$ cat src/hdl/avs_pkg.sv
// ----------------------------------------------------------------------------
// avs_pkg: shared types and constants of the attribute video scanline block
// Store geometry, request codes, the queue entry layout and the pixel
// formatting functions used by the back end.
// ----------------------------------------------------------------------------
`default_nettype none

package avs_pkg;

    // Store geometry
    localparam int STORE_SIZE = 6912;
    localparam int ADDR_W     = 13;
    localparam logic [ADDR_W-1:0] ATTR_BASE = 13'h1800;
    localparam int PIC_LINES  = 192;
    localparam int PIC_CELLS  = 32;

    // Defaults of the top-level parameters
    localparam int DEF_BORDER_LINES = 24;
    localparam int DEF_BORDER_CELLS = 4;

    // Request queue depth, a power of two
    localparam int QUEUE_DEPTH = 2;

    // Opcode field values
    localparam logic OP_WRITE  = 1'b0;
    localparam logic OP_RENDER = 1'b1;

    typedef enum logic {
        CMD_WRITE,
        CMD_RENDER
    } cmd_kind_t;

    // One classified request as it travels from the front end to the back end.
    typedef struct packed {
        cmd_kind_t         kind;
        logic [ADDR_W-1:0] addr;
        logic [7:0]        value;
        logic              picture;
        logic [7:0]        row;
        logic [2:0]        border;
        logic              flash_on;
    } cmd_t;

    typedef enum logic [1:0] {
        ST_CLEAR,
        ST_IDLE,
        ST_RENDER
    } back_state_t;

    function automatic logic [31:0] border_word(input logic [2:0] colour);
        border_word = {8{1'b0, colour}};
    endfunction

    // Attribute: ink in bits 2..0, paper in 5..3, bright in 6, flash in 7.
    function automatic logic [31:0] cell_word(input logic [7:0] bits,
                                              input logic [7:0] attr,
                                              input logic       flash_on);
        logic [3:0]  ink;
        logic [3:0]  paper;
        logic [31:0] word;
        ink   = {attr[6], attr[2:0]};
        paper = attr[6:3];
        if (attr[7] && flash_on)
        begin
            ink   = attr[6:3];
            paper = {attr[6], attr[2:0]};
        end
        word = '0;
        for (int i = 0; i < 8; i++)
        begin
            word[31-4*i -: 4] = bits[7-i] ? ink : paper;
        end
        cell_word = word;
    endfunction

endpackage

`default_nettype wire

$ cat src/hdl/avs_front.sv
// ----------------------------------------------------------------------------
// avs_front: request intake and classification
// Accepts requests, keeps the flash counter and turns each request into a
// queue entry with its picture row and flash phase already resolved.
// ----------------------------------------------------------------------------
`default_nettype none

module avs_front
    import avs_pkg::*;
#(
    parameter int BORDER_LINES = DEF_BORDER_LINES
)
(
    input  wire logic              clk,
    input  wire logic              rst_n,
    input  wire logic              in_valid,
    output logic                   in_ready,
    input  wire logic              opcode,
    input  wire logic [ADDR_W-1:0] byte_address,
    input  wire logic [7:0]        byte_value,
    input  wire logic [7:0]        line_number,
    input  wire logic [2:0]        border_colour,
    input  wire logic              q_ready,
    input  wire logic              init_done,
    output logic                   q_push,
    output cmd_t                   q_data
);

    localparam logic [8:0] PIC_FIRST = 9'(BORDER_LINES);
    localparam logic [8:0] PIC_END   = 9'(BORDER_LINES + PIC_LINES);

    logic [4:0] flash_reg;
    logic [4:0] flash_next;
    logic       accept;
    logic [8:0] line_ext;

    assign in_ready = q_ready && init_done;
    assign accept   = in_valid && in_ready;
    assign line_ext = {1'b0, line_number};

    // The counter steps when line 0 is rendered, before that line uses it.
    always_comb
    begin
        flash_next = flash_reg;
        if (accept && opcode == OP_RENDER && line_number == 8'd0)
        begin
            flash_next = flash_reg + 5'd1;
        end
    end

    always_ff @(posedge clk or negedge rst_n)
    begin
        if (!rst_n)
        begin
            flash_reg <= '0;
        end
        else
        begin
            flash_reg <= flash_next;
        end
    end

    always_comb
    begin
        q_data.kind     = (opcode == OP_RENDER) ? CMD_RENDER : CMD_WRITE;
        q_data.addr     = byte_address;
        q_data.value    = byte_value;
        q_data.picture  = (line_ext >= PIC_FIRST) && (line_ext < PIC_END);
        q_data.row      = line_number - PIC_FIRST[7:0];
        q_data.border   = border_colour;
        q_data.flash_on = !flash_next[4];
    end

    // Writes beyond the store are dropped here and never reach the queue.
    assign q_push = accept &&
                    (opcode == OP_RENDER || byte_address < ADDR_W'(STORE_SIZE));

endmodule

`default_nettype wire

$ cat config.mk
export PLATFORM = sky130hd
export DESIGN_NAME = avs_front
export DESIGN_NICKNAME = d
export VERILOG_FILES = /design/src/hdl/avs_pkg.sv /design/src/hdl/avs_front.sv
export SDC_FILE = /design/constraint.sdc
export NUM_CORES = 1
export LEC_CHECK = 0
export ABC_CLOCK_PERIOD_IN_PS = 1500
export BUFFER_PORTS_ARGS = -buffer_cell sky130_fd_sc_hd__buf_2
export CAP_MARGIN = 25
export CORE_MARGIN = 2
export CORE_UTILIZATION = 31
export DETAILED_ROUTE_END_ITERATION = 16
export PLACE_DENSITY = 0.86
export SYNTH_ARGS = -nofsm -noshare
export SYNTH_HDL_FRONTEND = slang
export SYNTH_SLANG_ARGS = --single-unit
$ cat constraint.sdc
create_clock -name clk -period 1.5 [get_ports clk]
set_input_delay 0.225 -clock clk [delete_from_list [all_inputs] [get_ports clk]]
set_output_delay 0.225 -clock clk [all_outputs]
set_load 0.02 [all_outputs]
# Word-level counts from Yosys, hierarchy flattened
# Index checks and enable logic that the tools add are counted.
# totals
regBits	5
output_inout_bits	37
in_bits	38
wordCells	18
# op_classes
addsub	2
mux	2
reduce_logical	9
n_lt_le_gt_ge	3
# op_table
cell	count
13-bit < comparator (second input constant)	1
8-bit by 5-bit >= comparator with 1-bit output (second input constant)	1
8-bit zero test	1
8-bit < comparator (second input constant)	1
8-bit by 5-bit subtractor with 8-bit output (second input constant)	1
1-bit logical AND	6
5-bit by 1-bit adder with 5-bit output (second input constant)	1
5-bit two-way mux	1
1-bit zero test	1
1-bit logical OR	1
1-bit two-way mux	1

# Logic depth before layout (Yosys ltp)
# depth
depth_word	6
mapped_depth	5
mapped_depth_nobuf	4

# Least setup slack after synthesis
# OpenSTA, ideal clock, no wires.
# synth_path
kind	input to output
startpoint	input line_number[3]
endpoint	output q_data[0] (netlist name)
path_stages	5
n_path_buf	1
arrival_ns	1.267
setup_slack_ns	0.008
path_cell_list	nor4b_2 -> and4_1 -> buf_6 -> nand4_4 -> xor2_1
# synth_rtl
item	line_no	source
start, declared	avs_front.sv:21	input wire logic [7:0] line_number,
end, declared	avs_front.sv:26	output cmd_t q_data

==> results.md <==
Timing:
- On the final layout, the worst hold slack is 0.3208 ns.
- The number of hold-slack violations in the final timing report is 0.
- The share of the clock period used by the worst path after layout is 0.9910.
- Clock skew on the completed layout was measured at roughly 0.0015 ns.
- The headroom to the max-slew limit is 0.8137.
- The time the worst path needs with I/O delays and setup is 1.487 ns.
- The worst path meets setup with between 0.01 and 0.015 ns of slack.
- The achievable clock frequency is just under 0.7 GHz.
- The final count of pins violating max slew was 0.
- The pin slew with the least headroom to its limit is 0.2789 ns.
- The number of setup violations in the final report is 0.
- Setup repair after global routing could not meet its margin everywhere.

Yosys:
- The count of flip-flops with a built-in enable after synthesis is 0.
- Synthesis handed over a netlist of between 60 and 70 instances.
- By count the netlist is led by sky130_fd_sc_hd__buf_4 (28), sky130_fd_sc_hd__dfrtp_1 (5), sky130_fd_sc_hd__xnor2_1 (5).
- The library cell with the highest instance count after synthesis is sky130_fd_sc_hd__buf_4.
- The netlist uses 22 different library cells.
- The most frequently used flop master after synthesis is sky130_fd_sc_hd__dfrtp_1.
- The total number of yosys warnings is 0.
- The netlist area before placement is around 580 µm².
- The share of the yosys chip area belonging to registers is 0.2141.
- The post-synthesis net count is roughly 100.
- A synthesized cell averages around 9.4 µm².
- The cell type with the largest total area after synthesis is sky130_fd_sc_hd__buf_4.
- For this run, asynchronously set or reset flops after synthesis account for 1.000.
- Of the post-synthesis cell area, the dominant cell type holds 0.3597.
- In the post-synthesis netlist, the biggest area contributors are sky130_fd_sc_hd__buf_4 (36%), sky130_fd_sc_hd__dfrtp_1 (21%), sky130_fd_sc_hd__xnor2_1 (7.5%).
- The synthesized design contains 5 register bits.

Power and ir drop:
- IR analysis of the VDD net gives a maximum drop of approximately 0.00028 V.
- Of the total power, the share spent switching nets is 0.3145.
- The analysis attributes to net switching a power of 139.1 µW.
- The share of total power dissipated in the clock network is 0.345.
- The share of power burned in registers is 0.309.
- The internal power of the cells totals slightly above 300 µW.
- Summed over all cells, the static leakage comes to ~0.00040 µW.
- For this design the ratio of total power to cell area is 597.1 nW/µm².
- Of the total power, combinational logic draws 0.347.

Floorplan:
- The number of top-level pins is 75.
- Measured along the y axis, the die boundary spans around 47 µm.
- The core region is approximately 1700 µm².
- The floorplan row count is 15.
- The die width is roughly 47 µm.
- The overall die area is ~2200 µm².
- The starting density of the core is 0.3348.

Placed design:
- The placer congestion estimate is 0.6796.
- The number of cells after detailed placement is 100.
- In this run the cell area measured after placement is approximately 620 µm².
- At the placement stage, the worst setup path has a slack of -0.07097 ns.
- The wire-length estimate of the detail-placed layout is approximately 1100 µm.
- The count of port buffers added during placement is 36.

Finish:
- The utilization after layout is 0.4244.
- The total non-filler cell area in the finished layout is 740.7 µm².
- In the final design database the tool counted 124 nets.
- The number of antenna diodes in the final layout is 0.
- The count of cells in the finished layout, fillers not included, comes to 108.
- The layout filler cell count is 182.
- The layout-stage area growth over the synthesis result is 26.77%.
- The ratio of cells with drive above 1 in the final layout is 0.6867.

Worst setup path:
- The number of buffers and inverters on the critical path is 1.
- Data on the critical path is required at its endpoint by 1.27 ns.
- Walking the worst path, the cells encountered are ha_4 -> nand4_4 -> xor2_1 -> buf_4.
- The setup path with the least slack is of type reg2out.
- The worst setup path is launched from a register.
- Along the worst path, the maximum fanout reaches 3.
- The dominant delay contributor by cell family on the critical path is flip-flops.
- The arrival time reported for the critical path endpoint is around 1.3 ns.
- The slowest stage of the critical path is the sky130_fd_sc_hd__dfrtp_1 cell.
- STA classifies the critical path endpoint as an output port.
- On the worst path, the slowest cell contributes a delay of between 0.4 and 0.5 ns.

Clock network:
- The clock-pin transition on the worst setup and hold timing paths is ~0.04 ns.
- The TritonCTS clock tree is done.
- The number of levels in the clock H-tree is 1.
- The clock net sink count is 5.
- CTS placed an instance of sky130_fd_sc_hd__clkbuf_4 at the clock tree root.
- The total CTS buffers is 3.
- At the later pin of the worst-skew pair, clock insertion delay measures 0.24 ns.
- Counting along the longest clock path gives a buffer depth of 2.

Routing:
- The average vias per placed instance is around 4.4.
- The number of DRC markers after the initial detailed-route iteration is 3.
- The number of iterations in the first detailed-routing pass is 3.
- The final wirelength is 1337 µm.
- The via total after detailed routing is 478.
- In the routed design, unresolved DRC markers number 0.
- The post-detailed-route count of antenna-violating nets is 0.
- The post-detailed-route wirelength per cell is between 10 and 15 µm.

GRT:
- Summed over all layers, the global routing overflow is 0.
- Entering global routing, the biggest net connects 6 pins.
- The first-pass GRT wire length is roughly 1800 µm.
- In the global route stage, overall resource usage came out at 0.1176.
- The via count of the first global-routing pass is 472.
- The number of antenna violations at the first check in global routing was 0.

Outcome:
- The run finished with clean final reports.

Flow run:
- The tool flagged a number of max-cap violations equal to 0.

Hold path:
- The type of the worst min-delay path is in2async.
[worst reg2reg max path, delay by kind of cell (launching register included)]
kind	cells	cell delay (ns)
xor gates and xnor gates	1	0.11
adders and majority gates	1	0.17
buffers and inverters	2	0.27
DFF	1	0.42
and+or+nand+nor	1	0.10
[cell type report]
type,instances,area (µm²),area share
Clock buffer,4,26.28,0.03547
Inverter,1,3.754,0.005068
Multi-Input combinational cell,27,277.8,0.3750
Sequential cell,5,125.1,0.1689
Tap cell,25,31.28,0.04223
Timing Repair Buffer,46,276.5,0.3733
[per-stage QoR]
| step | setup TNS, ns | total power, µW |
|---|---|---|
| after floorplan | 0 | 294.1 |
| after global routing | -0.05148 | 474.1 |
| final | 0 | 442.3 |
| after CTS | -0.01572 | 436.8 |
| after global placement | -0.1311 | 272.5 |
| after detailed placement | -0.1180 | 274.5 |
[path summary, 6_finish.rpt]
path | from | endpoint | slack, ns | cells past startpoint
max in group asynchronous | rst_n | flash_reg[0] | 1.06 | 2
hold / removal | rst_n | async pin | 0.32 | 2
setup / recovery | flash_reg[0] | q_data[0] | 0.01 | 4
setup reg to reg | flash_reg[0] | register | 0.31 | 5
min in group clk | byte_value[0] | q_data[13] | 0.45 | 0
hold reg to reg | register | register | 0.50 | 1
[power by group through the flow]
stage / registers (µW) / logic, µW / clock network (µW)
2_1_floorplan: 138 / 156 / 0
3_3_place_gp: 138 / 134 / 0
3_5_place_dp: 138 / 136 / 0
4_1_cts: 136 / 140 / 160
5_1_grt: 136 / 165 / 173
6_report: 136 / 153 / 153
[cell usage in the layout, fill, tap and decap left out, types with 2 or more instances in the layout]
master,netlist,routed
sky130_fd_sc_hd__xnor2_1,5,5
sky130_fd_sc_hd__xor2_1,3,3
sky130_fd_sc_hd__nand2_1,2,2
sky130_fd_sc_hd__dfrtp_1,5,5
sky130_fd_sc_hd__clkbuf_4,0,3
sky130_fd_sc_hd__buf_2,0,33
sky130_fd_sc_hd__buf_4,28,10
[what timing repair did]
action	4_1_cts	5_1_grt
gates resized for setup	5	8
buffers inserted	0	3
endpoints found under the hold margin	5	0
setup endpoints to repair	2	3
pin swaps	2	4
hold buffers	1	0
[metal layers]
| layer | wire length [µm] | vias up | global-route usage |
|---|---|---|---|
| met5 | 0 | - | 0 |
| met4 | 12 | 0 | 0.05000 |
| met3 | 139 | 6 | 0.05660 |
| met2 | 739 | 29 | 0.2297 |
| met1 | 445 | 220 | 0.09840 |
| li1 | - | 223 | - |
[kinds of logic after synthesis]
group	share of synthesized area
flip-flops	0.2141
XOR/XNOR	0.1199
adder cells (fa/ha/maj)	0.04282
multiplexers	0.01927
AND/OR/NAND/NOR	0.1563
AO/OA/AOI/OAI	0.06211
buffers and inverters	0.3854
(Power assumes the default switching activity.)
