<file path="config.mk">
export PLATFORM = sky130hd
export DESIGN_NAME = avs_queue
export DESIGN_NICKNAME = d
export VERILOG_FILES = /design/src/hdl/avs_pkg.sv /design/src/hdl/avs_queue.sv
export SDC_FILE = /design/constraint.sdc
export NUM_CORES = 1
export LEC_CHECK = 0
export ABC_AREA = 1
export BUFFER_PORTS_ARGS = -buffer_cell sky130_fd_sc_hd__buf_2
export CAP_MARGIN = 20
export CORE_ASPECT_RATIO = 1.75
export CORE_UTILIZATION = 55
export DETAILED_ROUTE_END_ITERATION = 10
export GPL_TIMING_DRIVEN = 0
export PLACE_DENSITY_LB_ADDON = 0.2
export SLEW_MARGIN = 20
export SYNTH_ARGS = -nofsm -noshare
export SYNTH_HDL_FRONTEND = slang
export SYNTH_SLANG_ARGS = --single-unit
</file>
<file path="constraint.sdc">
create_clock -name clk -period 7.7 [get_ports clk]
set_clock_uncertainty 0.1 [all_clocks]
set_input_delay 1.155 -clock clk [delete_from_list [all_inputs] [get_ports clk]]
set_output_delay 1.155 -clock clk [all_outputs]
set_load 0.01 [all_outputs]
</file>
<file path="src/hdl/avs_pkg.sv">
// ----------------------------------------------------------------------------
// avs_pkg: shared types and constants of the attribute video scanline block
// Store geometry, request codes, the queue entry layout and the pixel
// formatting functions used by the back end.
// ----------------------------------------------------------------------------
`default_nettype none

package avs_pkg;

    // Store geometry
    localparam int STORE_SIZE = 6912;
    localparam int ADDR_W     = 13;
    localparam logic [ADDR_W-1:0] ATTR_BASE = 13'h1800;
    localparam int PIC_LINES  = 192;
    localparam int PIC_CELLS  = 32;

    // Defaults of the top-level parameters
    localparam int DEF_BORDER_LINES = 24;
    localparam int DEF_BORDER_CELLS = 4;

    // Request queue depth, a power of two
    localparam int QUEUE_DEPTH = 2;

    // Opcode field values
    localparam logic OP_WRITE  = 1'b0;
    localparam logic OP_RENDER = 1'b1;

    typedef enum logic {
        CMD_WRITE,
        CMD_RENDER
    } cmd_kind_t;

    // One classified request as it travels from the front end to the back end.
    typedef struct packed {
        cmd_kind_t         kind;
        logic [ADDR_W-1:0] addr;
        logic [7:0]        value;
        logic              picture;
        logic [7:0]        row;
        logic [2:0]        border;
        logic              flash_on;
    } cmd_t;

    typedef enum logic [1:0] {
        ST_CLEAR,
        ST_IDLE,
        ST_RENDER
    } back_state_t;

    function automatic logic [31:0] border_word(input logic [2:0] colour);
        border_word = {8{1'b0, colour}};
    endfunction

    // Attribute: ink in bits 2..0, paper in 5..3, bright in 6, flash in 7.
    function automatic logic [31:0] cell_word(input logic [7:0] bits,
                                              input logic [7:0] attr,
                                              input logic       flash_on);
        logic [3:0]  ink;
        logic [3:0]  paper;
        logic [31:0] word;
        ink   = {attr[6], attr[2:0]};
        paper = attr[6:3];
        if (attr[7] && flash_on)
        begin
            ink   = attr[6:3];
            paper = {attr[6], attr[2:0]};
        end
        word = '0;
        for (int i = 0; i < 8; i++)
        begin
            word[31-4*i -: 4] = bits[7-i] ? ink : paper;
        end
        cell_word = word;
    endfunction

endpackage

`default_nettype wire

</file>
<file path="src/hdl/avs_queue.sv">
// ----------------------------------------------------------------------------
// avs_queue: request queue between front end and back end
// A small register FIFO of classified requests.
// ----------------------------------------------------------------------------
`default_nettype none

module avs_queue
    import avs_pkg::*;
(
    input  wire logic clk,
    input  wire logic rst_n,
    input  wire logic push,
    input  wire cmd_t push_data,
    output logic      push_ready,
    input  wire logic pop,
    output logic      pop_valid,
    output cmd_t      pop_data
);

    localparam int PTR_W = (QUEUE_DEPTH > 1) ? $clog2(QUEUE_DEPTH) : 1;
    localparam int CNT_W = $clog2(QUEUE_DEPTH + 1);

    cmd_t             entry_reg [QUEUE_DEPTH];
    logic [PTR_W-1:0] wr_ptr_reg;
    logic [PTR_W-1:0] rd_ptr_reg;
    logic [CNT_W-1:0] count_reg;
    logic [CNT_W-1:0] count_next;
    logic             do_push;
    logic             do_pop;

    assign push_ready = count_reg != CNT_W'(QUEUE_DEPTH);
    assign pop_valid  = count_reg != '0;
    assign pop_data   = entry_reg[rd_ptr_reg];
    assign do_push    = push && push_ready;
    assign do_pop     = pop && pop_valid;

    always_comb
    begin
        count_next = count_reg;
        if (do_push && !do_pop)
        begin
            count_next = count_reg + CNT_W'(1);
        end
        else if (do_pop && !do_push)
        begin
            count_next = count_reg - CNT_W'(1);
        end
    end

    always_ff @(posedge clk or negedge rst_n)
    begin
        if (!rst_n)
        begin
            wr_ptr_reg <= '0;
            rd_ptr_reg <= '0;
            count_reg  <= '0;
        end
        else
        begin
            count_reg <= count_next;
            if (do_push)
            begin
                wr_ptr_reg <= wr_ptr_reg + PTR_W'(1);
            end
            if (do_pop)
            begin
                rd_ptr_reg <= rd_ptr_reg + PTR_W'(1);
            end
        end
    end

    always_ff @(posedge clk)
    begin
        if (do_push)
        begin
            entry_reg[wr_ptr_reg] <= push_data;
        end
    end

endmodule

`default_nettype wire

</file>
# Yosys cells after proc, flatten, opt, wreduce, memory -nomap -nowiden
# Memories as Yosys holds them, arrays and structs flattened.
# Cells that the tools add are included.
# W data, S select, Z words.
[word_totals] out_inout_bits=37 rom_bits=0 word_cells=21 ram_bits=70 latch_bits=0 input_bits=39 n_memories=1 register_bits=4
[classes] n_eq_ne=1 muxes=4 bitwise=0 n_reduce_logical=8 shift=0 n_mul=0 n_div=0 n_addsub=4 n_lt_le_gt_ge=0
[memory_table] name="entry_reg" depth=2 word_bits=35 read_ports=1 rd_ports_with_merged_regs=0 wr=1 line="avs_queue.sv:23" text="cmd_t entry_reg [QUEUE_DEPTH];"
[op_table] op="$logic_and A1 B1 Y1" n=4
[op_table] op="$mux W2" n=2
[op_table] op="$reduce_bool A2 Y1" n=2
[op_table] op="$add A1 B1 Y1 const B" n=2
[op_table] op="$add A2 B1 Y2 const B" n=1
[op_table] op="$logic_not A1 Y1" n=2
[op_table] op="$mux W1" n=2
[op_table] op="$ne A2 B2 Y1 const B" n=1
[op_table] op="$sub A2 B1 Y2 const B" n=1

# Depth between registers and ports, before layout
# Gate-level depths: netlist of run 1.
[depth] ltp_word=6 depth_mapped=10 ltp_nobuf=10

# Least setup slack after synthesis of run 1
# OpenSTA, ideal clock, no wires.
[synth_path] path_kind="in2reg" from="input push" to="memory entry_reg[0][0] in the netlist's numbering, enable pin" n_path_buf=0 setup_time_ns=0.427 cell_stages=2 path_slack_ns=4.465 required_ns=7.173 arrival_ns=2.708 path_cell_list="nand2_2 nor2_1"
[synth_via] elab_chain_cells=3
[synth_rtl] item="from (decl)" line="avs_queue.sv:12" text="input wire logic push,"
[synth_rtl] item="$logic_and A1 B1 Y1" line="avs_queue.sv:34" text="assign do_push = push && push_ready;"
[synth_rtl] item="$mux W1" line="avs_queue.sv:74" text="if (do_push)"
[synth_rtl] item="$mux W1 (implied by the code)" line="avs_queue.sv:76" text="entry_reg[wr_ptr_reg] <= push_data;"
[synth_rtl] item="to (decl)" line="avs_queue.sv:23"
# No other way between the ends.

==> flow_summary_export.csv, run 1 <==
group,metric,value,unit
setup_path,critical_path_required,6.44,ns
setup_path,cp_data_arrival_time,1.33,ns
sta,rsz0062_at_grt,"no",
synth,async_reset_ff_frac,0.05405,
detailed_routing,dr_wl_met2,2.498,mm
sta,whs,0.4143,ns
synth,synthDominantCellAreaShare,0.7427,
pwr,swShare,0.3208,
sta,drv_slew,0,
pwr,p_int,0.0009562,W
global_route,grt_usage,0.1871,
detailed_routing,wl_met1,1.760,mm
cts,cts_tree,"yes",
floorplan,die_w,56.23,um
cts,cts_resized,0,
sta,setup_viol,0,
sta,slew_headroom,0.6544,
final_layout,syn2layout_area_growth,26.26,%
synth,yosys.cell_types.count,16,
pwr,ir_drop,0.0003481,V
detailed_routing,wl,4.614,mm
sta,tightest_slew,0.5172,ns
pwr,power.switching,0.0004516,W
synth,synth_edf_count,70,
sta,post-route-period-util,0.3362,
setup_path,path_class,"reg -> out",
floorplan,initial_utilization,0.5686,
detailed_routing,routedWlPerCell,12.92,um
setup_path,r2r_cells,5,
cts,clock_latency,0.34,ns
synth,ys_ff_latch,74,
cts,cts_hold_buf,0,
hold_path,worstHoldStart,"count_reg[0]",
pwr,leakagePower,1.577,nW
setup_path,crit_path_end_kind,"primary output",
cts,clkSlewWorstSetupHoldPaths,0.07,ns
floorplan,rows,34,
detailed_routing,wl_met3,268,um
cts,cts.sinks,74,
global_route,grt_pass1_wl,7.410,mm
floorplan,die_area,0.005448,mm2
cts,cts_buffers,9,
cts,cts_setup_buffers,0,
synth,yosysWarnings,0,
global_route,antenna_found_initial,0,
setup_path,timing.rr.start,"count_reg[0]",
detailed_routing,drt-initial-drc-count,74,
cts,cts_buffer_depth,2,
pwr,finalPower,0.001408,W
pwr,power_frac_seq,0.410,
synth,netlist_instances,211,
setup_path,critPathLaunch,"rd_ptr_reg",
setup_path,critPathMaxFanout,10,
setup_path,start_kind,"flop",
detailed_routing,drc,0,
floorplan,fp.dieH,96.90,um
status,outcome,"complete, no violations",
floorplan,core,0.004977,mm2
final_layout,n_antenna_cell,0,
hold_path,min_delay_path_depth,1,
hold_path,hp-class,"reg -> reg",
cts,cts-root-buf,"clkbuf_8",
pwr,power_density,393.9,mW/mm2
final_layout,fillers,337,
sta,finalHoldViolCount,0,
synth,syn_area_per_cell,13.41,um2
sta,max_freq,0.3863,GHz
job,maxCapViolations,0,
final_layout,largest_register_ffs,70,
placement,hpwl,3.140,mm
pwr,p_clk_frac,0.243,
setup_path,r2r_setup_slack,5.98,ns
floorplan,ios,76,
sta,min_period,2.589,ns
synth,synth-main-ff-cell,"edfxtp_1",
sta,fin_setup_tns,0,ns
detailed_routing,highest_layer,"met4",
synth,yosys.area.top_type,"edfxtp_1",
synth,synthesis.nets,251,
detailed_routing,ant_nets,0,
detailed_routing,vias,1747,
pwr,pwr-share-comb,0.346,
global_route,grt_max_degree,22,
final_layout,nNetsFinal,339,
placement,gp_congestion,0.6855,
global_route,grt_remaining_overflow,0,
hold_path,min_to,"count_reg[0]",
detailed_routing,vias_per_cell,4.894,
synth,syn-cell-area,0.002830,mm2
final_layout,layout-drive-gt1-share,0.3795,
cts,cts_max_level,3,
setup_path,r2r_end,"entry_reg[1][31]",
placement,io_buffer_count,75,
synth,synthTopCellsByArea,"edfxtp_1 (74%), nand2_1 (14%), dfrtp_1 (3.5%), nand2_2 (2.9%), buf_6 (1.2%)",
global_route,first_global_vias,1723,
synth,yosysSeqAreaShare,0.7781,
detailed_routing,first_pass_iters,4,
[metrics by stage]
| step | utilization | std cells | setup slack [ns] | area, um2 |
|---|---|---|---|---|
| finish | 0.7179 | 357 | 5.111 | 3573 |
| global route | 0.7179 | 357 | 4.989 | 3573 |
| CTS | 0.7179 | 357 | 5.079 | 3573 |
| detailed placement | 0.6717 | 342 | 5.231 | 3343 |
| global placement | 0.6576 | 340 | 3.581 | 3273 |
| floorplan | - | 211 | 4.465 | 2830 |
[layout make-up]
class	instances	area (um2)	share of cell area
clock inverter	6	106.4	0.02976
buffer	7	76.32	0.02136
inverter	7	33.78	0.009454
multi-input combinational	123	533.0	0.1492
sequential	74	2202	0.6162
timing repair buffer	77	430.4	0.1204
clock buffer	9	123.9	0.03466
tap	54	67.56	0.01891
[cell families (layout without fill, tap and decap cells)]
| kind of cell | after synthesis | in the layout | share of synthesized area |
|---|---|---|---|
| AND/OR/NAND/NOR | 120 | 120 | 0.1724 |
| flip-flops | 74 | 74 | 0.7781 |
| buffers and inverters | 14 | 106 | 0.03890 |
| XOR/XNOR | 2 | 2 | 0.006190 |
| adder cells (fa/ha/maj) | 1 | 1 | 0.004420 |
[worst max path at each step]
stage                       end  slack (ns)  depth (start not counted)
6_report           pop_data[29]        5.11                          6
5_1_grt            pop_data[29]        4.99                          6
4_1_cts            pop_data[29]        5.08                          6
3_5_place_dp   entry_reg[0][11]        5.23                          4
3_3_place_gp   entry_reg[0][11]        3.58                          3
2_1_floorplan   entry_reg[0][0]        4.46                          2
[cells in the mapped netlist (2+ instances only)]
| master | n |
|---|---|
| nand2_1 | 102 |
| dfrtp_1 | 4 |
| nor2_1 | 2 |
| edfxtp_1 | 70 |
| inv_1 | 5 |
| buf_6 | 3 |
| buf_4 | 3 |
| nand3_1 | 2 |
| nand2_2 | 13 |
[routing by layer]
metal | GRT usage | vias up
met5 | 0 | -
li1 | - | 882
met4 | 0.08818 | 0
met3 | 0.08289 | 7
met1 | 0.1884 | 810
met2 | 0.3223 | 48
[cells in the final DEF (no fill, tap or decap), drive strengths merged]
cell type  count
nand2        115
xnor2          1
nand4          1
clkinvlp       1
ha             1
inv            7
clkbuf         9
clkinv         2
bufinv         3
buf           84
nand3          2
edfxtp        70
xor2           1
nor2           2
dfrtp          4
[critical path, stage by stage (launching register included)]
cell and delay [ns]:
dfrtp_1 0.37, buf_6 0.15, inv_8 0.09, buf_6 0.14
nand2_1 0.05, nand2_1 0.06, buf_2 0.13
[power groups by stage]
stage / combinational [W] / clock (W) / sequential (W)
floorplan: 0.000303 / 0 / 0.000585
detailed placement: 0.000499 / 0 / 0.000587
CTS: 0.000500 / 0.000347 / 0.000579
finish: 0.000487 / 0.000343 / 0.000578
global placement: 0.000461 / 0 / 0.000590
global route: 0.000542 / 0.000366 / 0.000586
Note: power is estimated with default switching activity, not from simulation.
==> run 2: changes to the inputs <==
ABC_AREA = 0   (was 1)
CORE_UTILIZATION = 47   (was 55)
clock period = 2.2 ns   (was 7.7 ns; I/O delays follow)
==> run 2 against run 1 <==
Clock-buffer cell count is the same. Routed wire length shrank 3.0%. Sequential power grew to 3.5 times the previous value. Utilization decreased by 10 points. Via count decreased by 19%. Flip-flop and latch count stayed put. Sequential share of layout area shrank 0.64 points. Area after synthesis up 1.4%. Largest cell class unchanged.
==> flow_summary_export.csv, run 2 <==
group,metric,value,unit
sta,setup_viol,0,
cts,cts-root-buf,"clkbuf_8",
final_layout,nNetsFinal,256,
sta,tightest_slew,0.3832,ns
cts,cts_buffer_depth,2,
setup_path,crit_path_max_incr_delay,0.37,ns
synth,yosysWarnings,0,
synth,syn_area_per_cell,22.60,um2
setup_path,path_class,"reg -> out",
cts,clkSlewWorstSetupHoldPaths,0.07,ns
sta,min_period,1.885,ns
setup_path,cp_data_arrival_time,1.45,ns
cts,clock_latency,0.33,ns
cts,cts.sinks,74,
global_route,grt_usage,0.1530,
cts,cts_setup_buffers,0,
status,outcome,"complete, no violations",
synth,yosys-top-cells-count,"edfxtp_1 (70), mux2_4 (29), mux2_2 (6), dfrtp_1 (4)",
synth,syn-cell-area,0.002870,mm2
detailed_routing,wl,4.477,mm
setup_path,critical_path_required,1.77,ns
cts,cts_resized,0,
global_route,antenna_found_initial,0,
synth,synthDominantCellAreaShare,0.7323,
detailed_routing,vias,1415,
placement,gp_congestion,0.6576,
final_layout,syn2layout_area_growth,25.81,%
detailed_routing,drc,0,
synth,synth-main-ff-cell,"edfxtp_1",
hold_path,worstHoldStart,"push_data[33]",
setup_path,crit_path_end_kind,"primary output",
detailed_routing,ant_nets,0,
synth,netlist_instances,127,
setup_path,cp_cell_sequence,"buf_6 > buf_12 > mux2_4 > buf_2",
setup_path,cp_num_buf_inv,3,
final_layout,postLayoutCoreUtil,0.6142,
hold_path,hp-class,"in -> reg",
sta,post-route-period-util,0.8566,
synth,yosysSeqAreaShare,0.7672,
sta,slew_headroom,0.7439,
placement,hpwl,3.128,mm
setup_path,timing.rr.start,"count_reg[0]",
floorplan,die_area,0.006436,mm2
placement,io_buffer_count,75,
sta,rsz0062_at_grt,"no",
setup_path,crit_family,"buffers and inverters",
final_layout,n_antenna_cell,0,
floorplan,die_w,61.08,um
sta,max_freq,0.5306,GHz
floorplan,initial_utilization,0.4882,
final_layout,mostFrequentLayoutCell,"buf_2",
floorplan,fp.dieH,105.4,um
floorplan,core,0.005879,mm2
floorplan,rows,37,
sta,fin_setup_tns,0,ns
final_layout,final_cell_mix,"buf_2 (75), edfxtp_1 (70), mux2_4 (29)",
global_route,grt_max_degree,26,
detailed_routing,first_pass_iters,3,
setup_path,critPathMaxFanout,10,
synth,ys_ff_latch,74,
global_route,first_global_vias,1522,
global_route,grt_remaining_overflow,0,
synth,synth_edf_count,70,
pwr,leakagePower,1.453,nW
synth,yosys.cell_types.count,15,
synth,yosys.area.top_type,"edfxtp_1",
synth,synthTopCellsByArea,"edfxtp_1 (73%), mux2_4 (15%), dfrtp_1 (3.5%), mux2_2 (2.4%), buf_12 (2.1%)",
sta,drv_slew,0,
detailed_routing,drt-initial-drc-count,70,
final_layout,layout-drive-gt1-share,0.6018,
cts,cts_max_level,3,
pwr,power_density,1315,mW/mm2
cts,cts_buffers,9,
sta,finalHoldViolCount,0,
floorplan,ios,76,
job,maxCapViolations,0,
pwr,ir_drop,0.0008437,V
global_route,grt_pass1_wl,6.831,mm
detailed_routing,vias_per_cell,4.732,
final_layout,fillers,464,
synth,yosysMostFrequentCell,"edfxtp_1",
setup_path,slowest_stage,"dfrtp_1",
cts,cts_tree,"yes",
synth,synthesis.nets,167,
setup_path,start_kind,"flop",
detailed_routing,routedWlPerCell,14.97,um
setup_path,critPathLaunch,"rd_ptr_reg",
synth,async_reset_ff_frac,0.05405,
final_layout,largest_register_ffs,70,
==> run 2: worst reg2reg max path: cells and delay by family, from the launching register on <==
| family | cells | cell delay (ns) |
|---|---|---|
| buffers and inverters | 1 | 0.23 |
| AND/OR/NAND/NOR | 3 | 0.66 |
| flip-flops | 1 | 0.42 |
==> run 2: final timing paths <==
kind                               endpoint  slack, ns  cells past startpoint
max                            pop_data[27]       0.32                      4
min                        entry_reg[0][33]       0.08                      1
max reg2reg                entry_reg[0][11]       0.50                      4
min reg2reg                    count_reg[1]       0.42                      1
max in group asynchronous        rd_ptr_reg       1.66                      2
min in group asynchronous        wr_ptr_reg       0.23                      2
==> run 2: metrics by stage <==
stage	std cells	worst slack (ns)	total power (W)	instance area, um2	hold slack [ns]
finish	299	0.3155	0.004749	3611	0.07751
global placement	280	-0.2618	0.003671	3346	0.03360
global route	299	0.2440	0.004990	3611	0.05381
floorplan	127	0.07064	0.003233	2873	-0.06559
detailed placement	282	0.4830	0.003821	3407	0.03974
CTS	299	0.2924	0.004816	3611	0.05993
==> run 2: layout make-up <==
class / count / area [um2] / area share
timing repair buffer: 78 / 440.4 / 0.1220
clock buffer: 9 / 123.9 / 0.03430
inverter: 1 / 3.754 / 0.001040
tap: 78 / 97.59 / 0.02703
multi-input combinational: 48 / 601.8 / 0.1667
buffer: 4 / 71.32 / 0.01975
sequential: 74 / 2202 / 0.6098
clock inverter: 7 / 70.07 / 0.01940
==> run 2: timing repair <==
item | CTS | global route
hold buffers | 1 | 0
hold endpoints to repair | 4 | 0
setup endpoints to repair | 0 | 0
==> run 2: logic make-up after synthesis <==
family	synth area share
XOR/XNOR	0.01526
adder cells (fa/ha/maj)	0.004359
buffers and inverters	0.02615
flip-flops	0.7672
multiplexers	0.1752
AND/OR/NAND/NOR	0.01178
==> run 2: power breakdown <==
group | internal (W) | switching (W)
clock | 0.000518 | 0.000466
sequential | 0.00193 | 0.000108
combinational | 0.000934 | 0.000792
total | 0.00338 | 0.00137
==> run 2: routing by layer <==
metal | vias up | track usage | wire (um)
li1 | 667 | - | -
met1 | 689 | 0.1453 | 1527
met2 | 52 | 0.2702 | 2640
met3 | 7 | 0.05521 | 242
met4 | 0 | 0.07792 | 67
met5 | - | 0 | 0
==> run 3: changes to the inputs <==
PLACE_DENSITY = 0.8   (was not set)
PLACE_DENSITY_LB_ADDON = not set   (was 0.2)
==> run 3 against run 2 <==
Flip-flop and latch count did not move. Largest power group unchanged. Maximum frequency fell by 0.60%. Sequential power barely moved. Sequential share of layout area barely moved. Clock-buffer cell count rose by 1. Critical endpoint is now pop_data[2]. Utilization barely moved. Clock power rose by 0.4%. Setup slack got worse by 0.011 ns. Non-clock buffer count did not move. Total power fell by 0.19%.
==> flow_summary_export.csv, run 3 (same netlist as run 2, synthesis figures left out) <==
group,metric,value,unit
sta,finalHoldViolCount,0,
floorplan,core,0.005879,mm2
setup_path,cp_data_arrival_time,1.47,ns
setup_path,slowest_stage,"dfrtp_1",
pwr,power.switching,0.001352,W
global_route,grt_remaining_overflow,0,
pwr,finalPower,0.004740,W
final_layout,fillers,462,
floorplan,initial_utilization,0.4882,
job,maxCapViolations,0,
cts,cts-root-buf,"clkbuf_8",
setup_path,crit_path_max_incr_delay,0.38,ns
cts,clock_latency,0.33,ns
pwr,swShare,0.2852,
sta,setup_viol,0,
pwr,power_density,1312,mW/mm2
final_layout,mostFrequentLayoutCell,"buf_2",
pwr,leakagePower,1.457,nW
detailed_routing,vias,1382,
cts,cts_buffers,9,
floorplan,ios,76,
hold_path,hp-class,"in -> reg",
global_route,grt_pass1_wl,6.458,mm
sta,post-route-period-util,0.8618,
sta,drv_slew,0,
floorplan,rows,37,
pwr,power_frac_seq,0.428,
setup_path,start_kind,"flop",
final_layout,layout-drive-gt1-share,0.6018,
detailed_routing,ant_nets,0,
global_route,antenna_found_initial,0,
cts,cts_hold_buf,1,
final_layout,syn2layout_area_growth,25.85,%
placement,io_buffer_count,75,
global_route,grt_usage,0.1476,
status,outcome,"complete, no violations",
sta,tightest_slew,0.5773,ns
setup_path,path_class,"reg -> out",
cts,cts.sinks,74,
final_layout,n_antenna_cell,0,
final_layout,nNetsFinal,256,
sta,fin_ws,0.3041,ns
detailed_routing,vias_per_cell,4.622,
detailed_routing,routedWlPerCell,14.26,um
setup_path,crit_path_end_kind,"primary output",
detailed_routing,first_pass_iters,2,
setup_path,critical_path_required,1.77,ns
floorplan,die_area,0.006436,mm2
sta,max_freq,0.5275,GHz
cts,cts_buffer_depth,2,
floorplan,fp.dieH,105.4,um
pwr,p_int,0.003388,W
placement,gp_congestion,0.6460,
sta,slew_headroom,0.6142,
global_route,first_global_vias,1435,
pwr,pwr-share-comb,0.363,
pwr,ir_drop,0.0009305,V
sta,rsz0062_at_grt,"no",
placement,dp_slack,0.3157,ns
pwr,p_clk_frac,0.209,
final_layout,fin_area,0.003612,mm2
setup_path,critPathMaxFanout,10,
cts,cts_setup_buffers,0,
detailed_routing,drc,0,
cts,cts_max_level,3,
final_layout,largest_register_ffs,70,
detailed_routing,drt-initial-drc-count,41,
cts,cts_tree,"yes",
sta,min_period,1.896,ns
final_layout,final_cell_mix,"buf_2 (75), edfxtp_1 (70), mux2_4 (29)",
placement,dpl_cell_area,0.003407,mm2
floorplan,die_w,61.08,um
global_route,grt_max_degree,20,
cts,clkSlewWorstSetupHoldPaths,0.08,ns
cts,cts_resized,0,
detailed_routing,wl,4.263,mm
placement,hpwl,3.087,mm
setup_path,cp_cell_sequence,"buf_6 > buf_12 > mux2_4 > buf_2",
[run 3: final timing paths]
check                           cells after the start         start  slack (ns)               end
worst max-delay path                                4    rd_ptr_reg        0.30       pop_data[2]
worst min-delay path                                1  push_data[9]        0.08   entry_reg[0][9]
worst max register to register                      4  count_reg[0]        0.33  entry_reg[0][30]
worst min register to register                      1  count_reg[1]        0.41      count_reg[1]
max in group asynchronous                           2         rst_n        1.65        wr_ptr_reg
min in group asynchronous                           2         rst_n        0.23        rd_ptr_reg
[run 3: metrics by stage]
step                hold WS (ns)  utilization  instances  setup TNS (ns)
floorplan               -0.06559            -        127               0
global placement         0.03958       0.5691        280          -17.07
detailed placement       0.04827       0.5795        282               0
CTS                      0.06042       0.6144        299               0
global route             0.05202       0.6144        299               0
finish                   0.07876       0.6144        299               0
[run 3: layout make-up]
cell class	instances	area (um2)	area share
buffer	4	71.32	0.01974
tap	78	97.59	0.02702
clock inverter	6	67.56	0.01870
multi-input combinational	48	601.8	0.1666
inverter	1	3.754	0.001039
sequential	74	2202	0.6096
timing repair buffer	78	440.4	0.1219
clock buffer	10	127.6	0.03533
[run 3: power groups by stage]
stage / combinational (W) / sequential [W] / clock, W
finish: 0.00172 / 0.00203 / 0.000989
global route: 0.00186 / 0.00206 / 0.00108
CTS: 0.00176 / 0.00204 / 0.00102
detailed placement: 0.00176 / 0.00207 / 0
global placement: 0.00163 / 0.00205 / 0
floorplan: 0.00119 / 0.00204 / 0
[run 3: per-layer routing]
layer  global-route usage  part of all wire  routed length [um]
met1               0.1405              0.35                1512
met2               0.2539              0.58                2476
met3              0.06135             0.051                 216
met4              0.07792             0.014                  58
met5                    0                 0                   0
[run 3: critical path: cells and delay by family (launching register included)]
kind,cells,cell delay [ns]
buffers and inverters,3,0.44
DFF,1,0.38
muxes,1,0.30
